### src/rtl/lcdce_pkg.sv
// Package for the character display command encoder.
// Holds the opcode codes, the bus byte constants and the job record that
// passes from the command front end to the byte sequencer. No dependencies.
package lcdce_pkg;

  typedef enum logic [3:0] {
    OP_INIT      = 4'd0,
    OP_WRITE     = 4'd1,
    OP_CLEAR     = 4'd2,
    OP_HOME      = 4'd3,
    OP_BLINK_ON  = 4'd4,
    OP_BLINK_OFF = 4'd5,
    OP_CURS_ON   = 4'd6,
    OP_CURS_OFF  = 4'd7,
    OP_LINE_FEED = 4'd8,
    OP_BACK      = 4'd9,
    OP_FORWARD   = 4'd10,
    OP_UP        = 4'd11,
    OP_DOWN      = 4'd12,
    OP_DELETE    = 4'd13,
    OP_BACKSPACE = 4'd14,
    OP_COL_MOVE  = 4'd15
  } opcode_e;

  localparam int unsigned JobBytes   = 6;
  localparam int unsigned InitBytes  = 10;
  localparam int unsigned QueueDepth = 4;
  localparam int unsigned QueueAw    = $clog2(QueueDepth);

  localparam logic [6:0] DevAddrReset = 7'd62;

  localparam logic [7:0] CtrlCmd    = 8'h80;
  localparam logic [7:0] CtrlData   = 8'h40;
  localparam logic [7:0] SetDdram   = 8'h80;
  localparam logic [7:0] CharSpace  = 8'h20;
  localparam logic [7:0] InsClear   = 8'h01;
  localparam logic [7:0] InsHome    = 8'h02;
  localparam logic [7:0] CtrlInit   = 8'h0F;

  localparam logic [6:0] LineTwo    = 7'h40;
  localparam logic [6:0] LineOneEnd = 7'h0F;
  localparam logic [6:0] LineTwoEnd = 7'h4F;
  localparam logic [6:0] LineOneOvf = 7'h10;
  localparam logic [6:0] ColMask    = 7'h0F;

  // One queued command, already reduced to the bytes it puts on the bus.
  typedef struct packed {
    logic [6:0]                 addr;
    logic                       is_init;
    logic [3:0]                 count;
    logic [JobBytes-1:0][7:0]   data;
    logic [JobBytes-1:0]        stop;
  } job_t;

  function automatic logic [7:0] init_byte(input logic [3:0] idx);
    logic [7:0] b;
    case (idx)
      4'd0:    b = 8'h00;
      4'd1:    b = 8'h38;
      4'd2:    b = 8'h00;
      4'd3:    b = 8'h39;
      4'd4:    b = 8'h14;
      4'd5:    b = 8'h70;
      4'd6:    b = 8'h54;
      4'd7:    b = 8'h6F;
      4'd8:    b = 8'h0F;
      4'd9:    b = 8'h01;
      default: b = 8'h00;
    endcase
    return b;
  endfunction

endpackage

### src/rtl/lcdce_front.sv
// Command front end: holds the device address, cursor and display-control
// state, and turns each accepted command into a job record.
// Depends on lcdce_pkg.
module lcdce_front import lcdce_pkg::*; (
  input  logic        clk_i,
  input  logic        rst_ni,
  input  logic        cfg_we_i,
  input  logic [6:0]  cfg_wdata_i,
  input  logic        cmd_valid_i,
  output logic        cmd_ready_o,
  input  logic [3:0]  opcode_i,
  input  logic [7:0]  char_code_i,
  input  logic [6:0]  column_offset_i,
  input  logic        q_full_i,
  output logic        q_push_o,
  output job_t        q_job_o
);

  logic [6:0] dev_addr_q, dev_addr_d;
  logic [6:0] cursor_q, cursor_d;
  logic [7:0] ctrl_q, ctrl_d;
  logic       accept;
  job_t       job;

  function automatic logic [6:0] step_back(input logic [6:0] c);
    logic [6:0] r;
    if (c == 7'h00) begin
      r = c;
    end else if (c == LineTwo) begin
      r = LineOneEnd;
    end else begin
      r = c - 7'd1;
    end
    return r;
  endfunction

  assign cmd_ready_o = !q_full_i;
  assign accept      = cmd_valid_i && cmd_ready_o;

  always_comb begin
    logic [6:0] c1, c2, c3;
    c1 = '0;
    c2 = '0;
    c3 = '0;
    cursor_d    = cursor_q;
    ctrl_d      = ctrl_q;
    job         = '0;
    job.addr    = dev_addr_q;
    job.data[0] = CtrlCmd;
    case (opcode_e'(opcode_i))
      OP_INIT: begin
        job.is_init = 1'b1;
        job.count   = 4'(InitBytes);
        ctrl_d      = CtrlInit;
        cursor_d    = '0;
      end
      OP_WRITE: begin
        if (cursor_q == LineOneOvf) begin
          job.count   = 4'd4;
          job.data[1] = SetDdram | {1'b0, LineTwo};
          job.data[2] = CtrlData;
          job.data[3] = char_code_i;
          job.stop[3] = 1'b1;
          cursor_d    = LineTwo + 7'd1;
        end else begin
          job.count   = 4'd2;
          job.data[0] = CtrlData;
          job.data[1] = char_code_i;
          job.stop[1] = 1'b1;
          cursor_d    = cursor_q + 7'd1;
        end
      end
      OP_CLEAR: begin
        job.count   = 4'd2;
        job.data[1] = InsClear;
        job.stop[1] = 1'b1;
      end
      OP_HOME: begin
        job.count   = 4'd2;
        job.data[1] = InsHome;
        job.stop[1] = 1'b1;
        cursor_d    = '0;
      end
      OP_BLINK_ON, OP_BLINK_OFF, OP_CURS_ON, OP_CURS_OFF: begin
        case (opcode_e'(opcode_i))
          OP_BLINK_ON:  ctrl_d = ctrl_q | 8'h01;
          OP_BLINK_OFF: ctrl_d = ctrl_q & 8'hFE;
          OP_CURS_ON:   ctrl_d = ctrl_q | 8'h02;
          default:      ctrl_d = ctrl_q & 8'hFD;
        endcase
        job.count   = 4'd2;
        job.data[1] = ctrl_d;
        job.stop[1] = 1'b1;
      end
      OP_LINE_FEED, OP_BACK, OP_FORWARD: begin
        case (opcode_e'(opcode_i))
          OP_LINE_FEED: cursor_d = LineTwo;
          OP_BACK:      cursor_d = step_back(cursor_q);
          default: begin
            if (cursor_q == LineOneEnd) begin
              cursor_d = LineTwo;
            end else if (cursor_q == LineTwoEnd) begin
              cursor_d = cursor_q;
            end else begin
              cursor_d = cursor_q + 7'd1;
            end
          end
        endcase
        job.count   = 4'd2;
        job.data[1] = SetDdram | {1'b0, cursor_d};
        job.stop[1] = 1'b1;
      end
      OP_UP, OP_DOWN: begin
        // A move to the line the cursor is already on produces nothing.
        if (cursor_q[6] == (opcode_i == OP_UP)) begin
          cursor_d    = (opcode_i == OP_UP) ? (cursor_q & ColMask) : (cursor_q | LineTwo);
          job.count   = 4'd2;
          job.data[1] = SetDdram | {1'b0, cursor_d};
          job.stop[1] = 1'b1;
        end
      end
      OP_DELETE: begin
        job.count   = 4'd2;
        job.data[0] = CtrlData;
        job.data[1] = CharSpace;
        job.stop[1] = 1'b1;
        cursor_d    = cursor_q + 7'd1;
      end
      OP_BACKSPACE: begin
        c1          = step_back(cursor_q);
        c2          = c1 + 7'd1;
        c3          = step_back(c2);
        job.count   = 4'd6;
        job.data[1] = SetDdram | {1'b0, c1};
        job.data[2] = CtrlData;
        job.data[3] = CharSpace;
        job.data[4] = CtrlCmd;
        job.data[5] = SetDdram | {1'b0, c3};
        job.stop    = 6'b101010;
        cursor_d    = c3;
      end
      default: begin
        cursor_d    = cursor_q + column_offset_i;
        job.count   = 4'd3;
        job.data[1] = SetDdram | {1'b0, cursor_d};
        job.data[2] = CtrlData;
        job.stop[2] = 1'b1;
      end
    endcase
  end

  assign q_push_o = accept && (job.count != 4'd0);
  assign q_job_o  = job;

  assign dev_addr_d = cfg_we_i ? cfg_wdata_i : dev_addr_q;

  always_ff @(posedge clk_i or negedge rst_ni) begin
    if (!rst_ni) begin
      dev_addr_q <= DevAddrReset;
      cursor_q   <= '0;
      ctrl_q     <= '0;
    end else begin
      dev_addr_q <= dev_addr_d;
      if (accept) begin
        cursor_q <= cursor_d;
        ctrl_q   <= ctrl_d;
      end
    end
  end

endmodule

### src/rtl/lcdce_queue.sv
// Short job queue between the command front end and the byte sequencer.
// Depends on lcdce_pkg.
module lcdce_queue import lcdce_pkg::*; (
  input  logic  clk_i,
  input  logic  rst_ni,
  input  logic  push_i,
  input  job_t  push_job_i,
  output logic  full_o,
  input  logic  pop_i,
  output logic  valid_o,
  output job_t  head_o
);

  job_t               mem_q [QueueDepth];
  logic [QueueAw-1:0] wr_ptr_q, wr_ptr_d;
  logic [QueueAw-1:0] rd_ptr_q, rd_ptr_d;
  logic [QueueAw:0]   fill_q, fill_d;
  logic               do_push, do_pop;

  assign full_o  = (fill_q == (QueueAw+1)'(QueueDepth));
  assign valid_o = (fill_q != '0);
  assign head_o  = mem_q[rd_ptr_q];
  assign do_push = push_i && !full_o;
  assign do_pop  = pop_i && valid_o;

  always_comb begin
    wr_ptr_d = do_push ? wr_ptr_q + 1'b1 : wr_ptr_q;
    rd_ptr_d = do_pop ? rd_ptr_q + 1'b1 : rd_ptr_q;
    fill_d   = fill_q;
    if (do_push && !do_pop) begin
      fill_d = fill_q + 1'b1;
    end else if (do_pop && !do_push) begin
      fill_d = fill_q - 1'b1;
    end
  end

  always_ff @(posedge clk_i) begin
    if (do_push) begin
      mem_q[wr_ptr_q] <= push_job_i;
    end
  end

  always_ff @(posedge clk_i or negedge rst_ni) begin
    if (!rst_ni) begin
      wr_ptr_q <= '0;
      rd_ptr_q <= '0;
      fill_q   <= '0;
    end else begin
      wr_ptr_q <= wr_ptr_d;
      rd_ptr_q <= rd_ptr_d;
      fill_q   <= fill_d;
    end
  end

endmodule

### src/rtl/lcdce_back.sv
// Byte sequencer: walks the job at the head of the queue into a registered
// output stage, one byte per cycle unless stalled. Depends on lcdce_pkg.
module lcdce_back import lcdce_pkg::*; (
  input  logic       clk_i,
  input  logic       rst_ni,
  input  logic       job_valid_i,
  input  job_t       job_i,
  output logic       job_pop_o,
  output logic       out_valid_o,
  input  logic       out_ready_i,
  output logic [6:0] bus_address_o,
  output logic [7:0] data_byte_o,
  output logic       ends_transaction_o,
  output logic       last_o
);

  logic [3:0] idx_q, idx_d;
  logic       valid_q, valid_d;
  logic [6:0] addr_q;
  logic [7:0] byte_q, byte_sel;
  logic       stop_q, stop_sel;
  logic       last_q, last_sel;
  logic       advance;

  assign advance = !valid_q || out_ready_i;

  always_comb begin
    byte_sel = '0;
    stop_sel = 1'b0;
    if (job_i.is_init) begin
      byte_sel = init_byte(idx_q);
      stop_sel = (idx_q == 4'(InitBytes - 1));
    end else if (idx_q < 4'(JobBytes)) begin
      byte_sel = job_i.data[idx_q[2:0]];
      stop_sel = job_i.stop[idx_q[2:0]];
    end
    last_sel = (idx_q == job_i.count - 4'd1);
  end

  always_comb begin
    idx_d     = idx_q;
    valid_d   = valid_q;
    job_pop_o = 1'b0;
    if (advance) begin
      valid_d = job_valid_i;
      if (job_valid_i) begin
        if (last_sel) begin
          job_pop_o = 1'b1;
          idx_d     = '0;
        end else begin
          idx_d = idx_q + 4'd1;
        end
      end
    end
  end

  always_ff @(posedge clk_i or negedge rst_ni) begin
    if (!rst_ni) begin
      idx_q   <= '0;
      valid_q <= 1'b0;
    end else begin
      idx_q   <= idx_d;
      valid_q <= valid_d;
    end
  end

  always_ff @(posedge clk_i) begin
    if (advance && job_valid_i) begin
      addr_q <= job_i.addr;
      byte_q <= byte_sel;
      stop_q <= stop_sel;
      last_q <= last_sel;
    end
  end

  assign out_valid_o        = valid_q;
  assign bus_address_o      = addr_q;
  assign data_byte_o        = byte_q;
  assign ends_transaction_o = stop_q;
  assign last_o             = last_q;

endmodule

### src/rtl/lcd_cursor_command_encoder.sv
// Character display command encoder: one command in, its I2C bus bytes out.
// A command's first byte passes through the job queue and the output register.
// Throughput: one bus byte per cycle from the sequencer unless the output
// stalls; a command has 2 to 10 bytes, and up or down with nothing to do is
// accepted with no output. A four-entry job queue decouples input.
// Reset clears the cursor and display control and loads device address 62.
module lcd_cursor_command_encoder import lcdce_pkg::*; (
  input  logic        clk_i,
  input  logic        rst_ni,
  input  logic        cfg_we_i,
  input  logic [6:0]  cfg_wdata_i,
  input  logic        s_axis_tvalid_i,
  output logic        s_axis_tready_o,
  // Fields from bit 0: opcode[3:0], char_code[11:4], column_offset[18:12], zero pad.
  input  logic [23:0] s_axis_tdata_i,
  output logic        m_axis_tvalid_o,
  input  logic        m_axis_tready_i,
  // Fields from bit 0: bus_address[6:0], data_byte[14:7], zero pad.
  output logic [15:0] m_axis_tdata_o,
  // Fields from bit 0: ends_transaction.
  output logic [0:0]  m_axis_tuser_o,
  output logic        m_axis_tlast_o
);

  logic       q_full, q_push, q_pop, q_valid;
  job_t       push_job, head_job;
  logic [6:0] bus_address;
  logic [7:0] data_byte;
  logic       ends_transaction;

  lcdce_front u_front (
    .clk_i,
    .rst_ni,
    .cfg_we_i,
    .cfg_wdata_i,
    .cmd_valid_i     (s_axis_tvalid_i),
    .cmd_ready_o     (s_axis_tready_o),
    .opcode_i        (s_axis_tdata_i[3:0]),
    .char_code_i     (s_axis_tdata_i[11:4]),
    .column_offset_i (s_axis_tdata_i[18:12]),
    .q_full_i        (q_full),
    .q_push_o        (q_push),
    .q_job_o         (push_job)
  );

  lcdce_queue u_queue (
    .clk_i,
    .rst_ni,
    .push_i     (q_push),
    .push_job_i (push_job),
    .full_o     (q_full),
    .pop_i      (q_pop),
    .valid_o    (q_valid),
    .head_o     (head_job)
  );

  lcdce_back u_back (
    .clk_i,
    .rst_ni,
    .job_valid_i        (q_valid),
    .job_i              (head_job),
    .job_pop_o          (q_pop),
    .out_valid_o        (m_axis_tvalid_o),
    .out_ready_i        (m_axis_tready_i),
    .bus_address_o      (bus_address),
    .data_byte_o        (data_byte),
    .ends_transaction_o (ends_transaction),
    .last_o             (m_axis_tlast_o)
  );

  assign m_axis_tdata_o = {1'b0, data_byte, bus_address};
  assign m_axis_tuser_o = ends_transaction;

endmodule
### config.mk
export PLATFORM = sky130hd
export DESIGN_NAME = lcd_cursor_command_encoder
export DESIGN_NICKNAME = d
export VERILOG_FILES = /design/src/rtl/lcdce_pkg.sv /design/src/rtl/lcdce_front.sv /design/src/rtl/lcdce_queue.sv /design/src/rtl/lcdce_back.sv /design/src/rtl/lcd_cursor_command_encoder.sv
export SDC_FILE = /design/constraint.sdc
export NUM_CORES = 1
export LEC_CHECK = 0
export BUFFER_PORTS_ARGS = -buffer_cell sky130_fd_sc_hd__buf_2
export CAP_MARGIN = 10
export CORE_MARGIN = 5
export CORE_UTILIZATION = 65
export DETAILED_ROUTE_END_ITERATION = 7
export PLACE_DENSITY_LB_ADDON = 0.05
export SETUP_SLACK_MARGIN = 0.05
export SKIP_LAST_GASP = 1
export SLEW_MARGIN = 20
export SYNTH_ARGS = -nofsm -noshare
export SYNTH_HDL_FRONTEND = slang
export SYNTH_SLANG_ARGS = --single-unit
### constraint.sdc
create_clock -name clk_i -period 9.67 [get_ports clk_i]
set_input_delay 0.967 -clock clk_i [delete_from_list [all_inputs] [get_ports clk_i]]
set_output_delay 0.967 -clock clk_i [all_outputs]
set_load 0.02 [all_outputs]
# ---- Word-level counts from Yosys, hierarchy flattened
# Memories as Yosys holds them, arrays and structs flattened.
# Cells that the tools add are included.
dict set report totals {
  mem_count 2
  output_inout_bits 20
  ram_bits 260
  word_cells 133
  romBits 112
  regBits 51
  inputBits 36
}
dict set report op_classes {
  n_mux 50
  bitwise_logic 1
  n_reduce_logical 31
  order_cmp 2
  n_addsub 11
  eq_ne 24
}
# name depth width read_ports rd_clocked_by_memory_dff write_ports line_no
set mem_list {}
lappend mem_list {u_queue.mem_q 4 65 1 0 1 lcdce_queue.sv:14} ;# job_t mem_q [QueueDepth];
lappend mem_list {{(name not given)} 16 7 1 0 0 lcdce_pkg.sv:57} ;# case (idx)
# op n
set op_table {}
lappend op_table {{$pmux W8 S9} 1}
lappend op_table {{$mux W7} 10}
lappend op_table {{$pmux W8 S2} 4}
lappend op_table {{$pmux W7 S7} 1}
lappend op_table {{$mux W8} 6}
lappend op_table {{$eq A4 B4 Y1 const B} 8}
lappend op_table {{$mux W16} 2}
lappend op_table {{$bmux W8 S3} 1}
lappend op_table {{$eq A7 B7 Y1 const B} 3}
lappend op_table {{$pmux W4 S5} 1}
lappend op_table {{$eq A4 B3 Y1 const B} 4}
lappend op_table {{$reduce_or A15 Y1} 1}
lappend op_table {{$add A7 B1 Y7 const B} 2}
lappend op_table {{$logic_not A7 Y1} 2}
lappend op_table {{$pmux W7 S2} 1}
lappend op_table {{$sub A7 B1 Y7 const B} 2}
lappend op_table {{$mux W1} 13}
lappend op_table {{$reduce_or A13 Y1} 1}
lappend op_table {{$reduce_or A11 Y1} 1}
lappend op_table {{$reduce_or A10 Y1} 1}
lappend op_table {{$mux W3} 3}
lappend op_table {{$eq A4 B2 Y1 const B} 2}
lappend op_table {{$add A7 B7 Y7} 1}
lappend op_table {{$eq A7 B4 Y1 const B} 1}
lappend op_table {{33 further kinds} 47}

# ---- Logic depth before layout (Yosys ltp)
dict set report depth {
  ltp_word 11
  ltp_mapped 19
  ltp_nobuf 15
}

# ---- Modules after synthesis
# Synthesis repeated with hierarchy kept, for this count alone.
dict set report unflattened {
  hier_cells 949
  hier_area_um2 14533.9
}
# mod instances cells_each seq_area_each_um2 area_per_inst_um2
set modules_own_cells {}
lappend modules_own_cells {lcdce_queue 1 380 8102.8 9958.3}
lappend modules_own_cells {lcdce_front 1 432 431.7 3006.6}
lappend modules_own_cells {lcdce_back 1 135 635.6 1557.7}
lappend modules_own_cells {lcd_cursor_command_encoder 1 2 0.0 11.3}

# ---- Worst setup path before layout
# Ideal clock, no wire load.
dict set report synth_path {
  path_type {input -> register}
  start {input port s_axis_tdata_i[0]}
  end {memory u_queue.mem_q[0][0] in the netlist's numbering, enable pin}
  n_path_buf 5
  required_time_ps 9268
  slack_ps 4893
  arrival_ps 4374
  path_stages 14
  path_cell_list {clkbuf_1 clkbuf_1 clkbuf_1 buf_1 nand3_1 ha_1 clkbuf_1 inv_1 nor3_1 a31oi_1 o22a_1 o21bai_1 inv_1 and2_1}
}
# item line_no
set synth_rtl {}
lappend synth_rtl {{start, declared} lcd_cursor_command_encoder.sv:15} ;# input logic [23:0] s_axis_tdata_i,
lappend synth_rtl {{end, declared} lcdce_queue.sv:14}

==> impl_metrics.toml <==
[outcome]
status = "completed"

[worst_hold_path]
min_from = "u_back.out_valid_o"
hold_path_class = "reg2reg"
worstHoldPathCells = 2
timing.hold.worst_endpoint = "u_back.out_valid_o"

[clock_network]
cts.htree.levels = 1
root_buffer = "clkbuf_16"
worst_skew_pair_later_pin_latency_ps = 500
cts.path.max_buffers = 3
postCtsResizedCells = 0
tritoncts = "built"
cts_made_buffers = 21
number_of_buffers_inserted_to_repair_setup_after_cts = 0
cts_sinks = 210
cts_hold_repair.buffers = 0
cts.reportedPaths.clkPinSlew_ps = 60

[logic_synthesis]
synth-main-ff-cell = "edfxtp_1"
synth-async-reset-ratio_pct = 13.8
synth.ff_latch_count = 210
synthesized_area_per_cell_um2 = 13.4
yosys.cell_count.top_type = "edfxtp_1"
synth.largest_area_cell = "edfxtp_1"
synth-edff-count = 181
seq_area_frac_synth_pct = 59.0
post_synth_inst_count = 781
synth.top_cell.area_share_pct = 52.0
synth_commonest_cells = "181 x edfxtp_1, 57 x nand2_1, 48 x a21oi_1"
synth_area_leaders = "edfxtp_1 52%, mux4_2 8.6%, dfrtp_1 5.7%"
yosys_warnings = 0
mappedNetlistNets = 843
synth.cell_area_mm2 = 0.0105
synth_cell_types = 81

[routing]
initialDrtViolationCount = 938
antenna_left = 0
vias_per_cell = 6.70
route.detailed.drc = 0
detail_route.first_pass.iterations = 5
avgRoutedWirePerCell_um = 24.8
detail_route.wirelength_mm = 25.7
overall_via_count_from_detail_route = 6959

[sta]
setup_viol = 0
final_min_period_over_clock_period_pct = 47.2
total_negative_setup_slacks_ps = 0
setup_slack_ps = 5100
final_max_slew_viol_count = 0
tightestPinTransition_ps = 892
finClkSkew_ps = 26.0
timing.final.hold_violations = 0
slew_headroom_pct = 38.8
fmax_mhz = 219
final_period_minus_worst_setup_slack_ps = 4570
rsz0062_at_grt = "false"

[global_routing]
antenna_found_initial = 0
grt_first_pass_wirelength_mm = 39.7
first_global_vias = 6802
tot_gr_track_use_pct = 28.2
grt-ovfl-total = 0
grt_start_max_net_pins = 43

[floorplanning]
placeableCoreArea_mm2 = 0.0158
io_pins = 56
die-width_um = 137
dieArea_mm2 = 0.0187
floorplan.die.height_um = 137
rows = 46
start_util_pct = 66.1

[setup_path]
worst-endpoint-arrival_ps = 4770
critical_path.reg2reg.endpoint = "u_queue.mem_q[0][45]"
critical_path.endpoint_type = "flop"
worst_setup_path_startpoint = "u_front.cursor_q[0]"
timing_worst_setup_path_type = "reg2reg"
critPathMaxFanout = 13
timing.reg2reg.setup_slack_ps = 5100
critPathRequiredTime_ps = 9870
worst_setup_path_start_kind = "flop"
worst-r2r-cell-count = 11
regToRegStartpoint = "u_front.cursor_q[0]"

[pwr]
leakagePower_nw = 4.12
proportion_of_power_drawn_by_flip_flops_and_latches_pct = 38.3
swShare_pct = 38.7
switchingPower_mw = 1.44
clockPowerShare_pct = 20.7
combinationalPowerShare_pct = 41.0
pwr_density_cell_mw_per_mm2 = 325
power_report.internal_total_mw = 2.28
ir_worst_vdd_v = 0.000319

[finish]
synthToLayoutAreaGrowth_pct = 9.65
fraction_of_layout_instances_using_a_drive_strength_above_1_pct = 20.1
final_nets = 869
final_design_area_no_fill_mm2 = 0.0115
diodes = 0

[place]
buffer_ports.inserted = 49
place.gp.congestion = 0.955
dp_worst_setup_slack_ps = 4820
postPlaceCellArea_mm2 = 0.0108
post-dp-hpwl_mm = 16.8

[job]
max-cap-violations = 0
[flip-flops by register name, summed over array words and instances (netlist names)]
| register | cells |
|---|---|
| u_back.data_byte_o | 8 |
| u_back.last_o | 1 |
| u_back.bus_address_o | 7 |
| u_front.cursor_q | 7 |
| u_back.out_valid_o | 1 |
| u_back.idx_q | 4 |
| u_queue.wr_ptr_q | 2 |
| u_queue.mem_q | 164 |
| u_front.dev_addr_q | 7 |
| u_queue.rd_ptr_q | 2 |
| u_back.ends_transaction_o | 1 |
| u_queue.fill_q | 3 |
| u_front.ctrl_q | 3 |
[kinds of logic after synthesis]
group | count (synthesis) | share of synthesized area [%]
XOR/XNOR | 31 | 2.67
AND/OR/NAND/NOR | 195 | 9.84
flip-flops | 210 | 59.0
other | 1 | 0.0359
multiplexers | 63 | 10.9
adder cells (fa/ha/maj) | 26 | 3.25
buffers and inverters | 85 | 3.19
AO/OA/AOI/OAI | 170 | 11.1
[layout by cell type, fill, tap and decap left out, types with 5 or more instances in the layout]
cell type / instances
o21a_1: 5
and3_1: 6
mux4_2: 40
nand3_1: 20
nand2_1: 57
mux2i_1: 13
o22ai_1: 14
xor2_1: 11
o21ai_0: 24
clkinv_1: 5
xnor2_1: 19
edfxtp_1: 181
ha_1: 24
or3_1: 5
nor2b_1: 6
nor3_1: 14
and2_1: 10
a31oi_1: 8
nor2_1: 37
clkbuf_16: 21
a21oi_1: 48
o21ai_1: 5
dfstp_2: 5
a211oi_1: 7
nor3b_1: 6
inv_1: 35
buf_2: 49
dfrtp_1: 22
mux2_2: 10
nand2b_1: 7
[how the worst max path moves through the flow]
stage	to	slack [ps]	depth (start not counted)
finish	u_queue.mem_q[0][45]	5100	11
floorplan	u_queue.mem_q[0][0]	4890	14
global placement	u_queue.mem_q[1][47]	4910	11
detailed placement	u_queue.mem_q[2][48]	4820	11
CTS	u_queue.mem_q[0][45]	5210	12
global route	u_queue.mem_q[3][45]	4880	11
[worst max-delay path, stage by stage (launching register included)]
cell and delay (ps):
dfrtp_1 700, inv_1 230, ha_1 350, inv_1 230, nor4_1 120, a21oi_1 670, ha_1 300, and3_4 230
nor4b_2 500, or2_1 350, o21ai_1 130, a31oi_1 480
[power by group through the flow]
stage          clock network, mW  logic (mW)  registers, mW
2_1_floorplan                  0        1.14           1.37
3_3_place_gp                   0        1.43           1.42
3_5_place_dp                   0        1.49           1.44
4_1_cts                    0.775        1.51           1.43
5_1_grt                    0.811        1.64           1.45
6_report                   0.772        1.53           1.43
[metrics by stage]
stage | hold slack (ps) | utilization, % | total power, mW | cells
2_1_floorplan | 442 | - | 2.51 | 781
3_3_place_gp | 473 | 68.3 | 2.84 | 1000
3_5_place_dp | 485 | 68.3 | 2.92 | 1000
4_1_cts | 503 | 72.4 | 3.72 | 1038
5_1_grt | 527 | 72.5 | 3.90 | 1038
6_report | 500 | 72.5 | 3.72 | 1038
[routing by layer]
| layer | global-route usage (%) | share of wire [%] |
|---|---|---|
| met2 | 45.6 | 49 |
| met5 | 0 | 0 |
| met3 | 4.26 | 8.1 |
| met1 | 41.3 | 41 |
| met4 | 6.71 | 2.1 |
[area by class of cell]
type,instances,area [µm²]
clock inverters,11,88.8
repair buffers,51,260
clock buffers,27,568
inverters,37,139
fillers,978,4360
multi-input cells,486,3970
flip-flops and latches,210,6170
well taps,216,270
No activity file was read; power rests on OpenSTA's default activity.
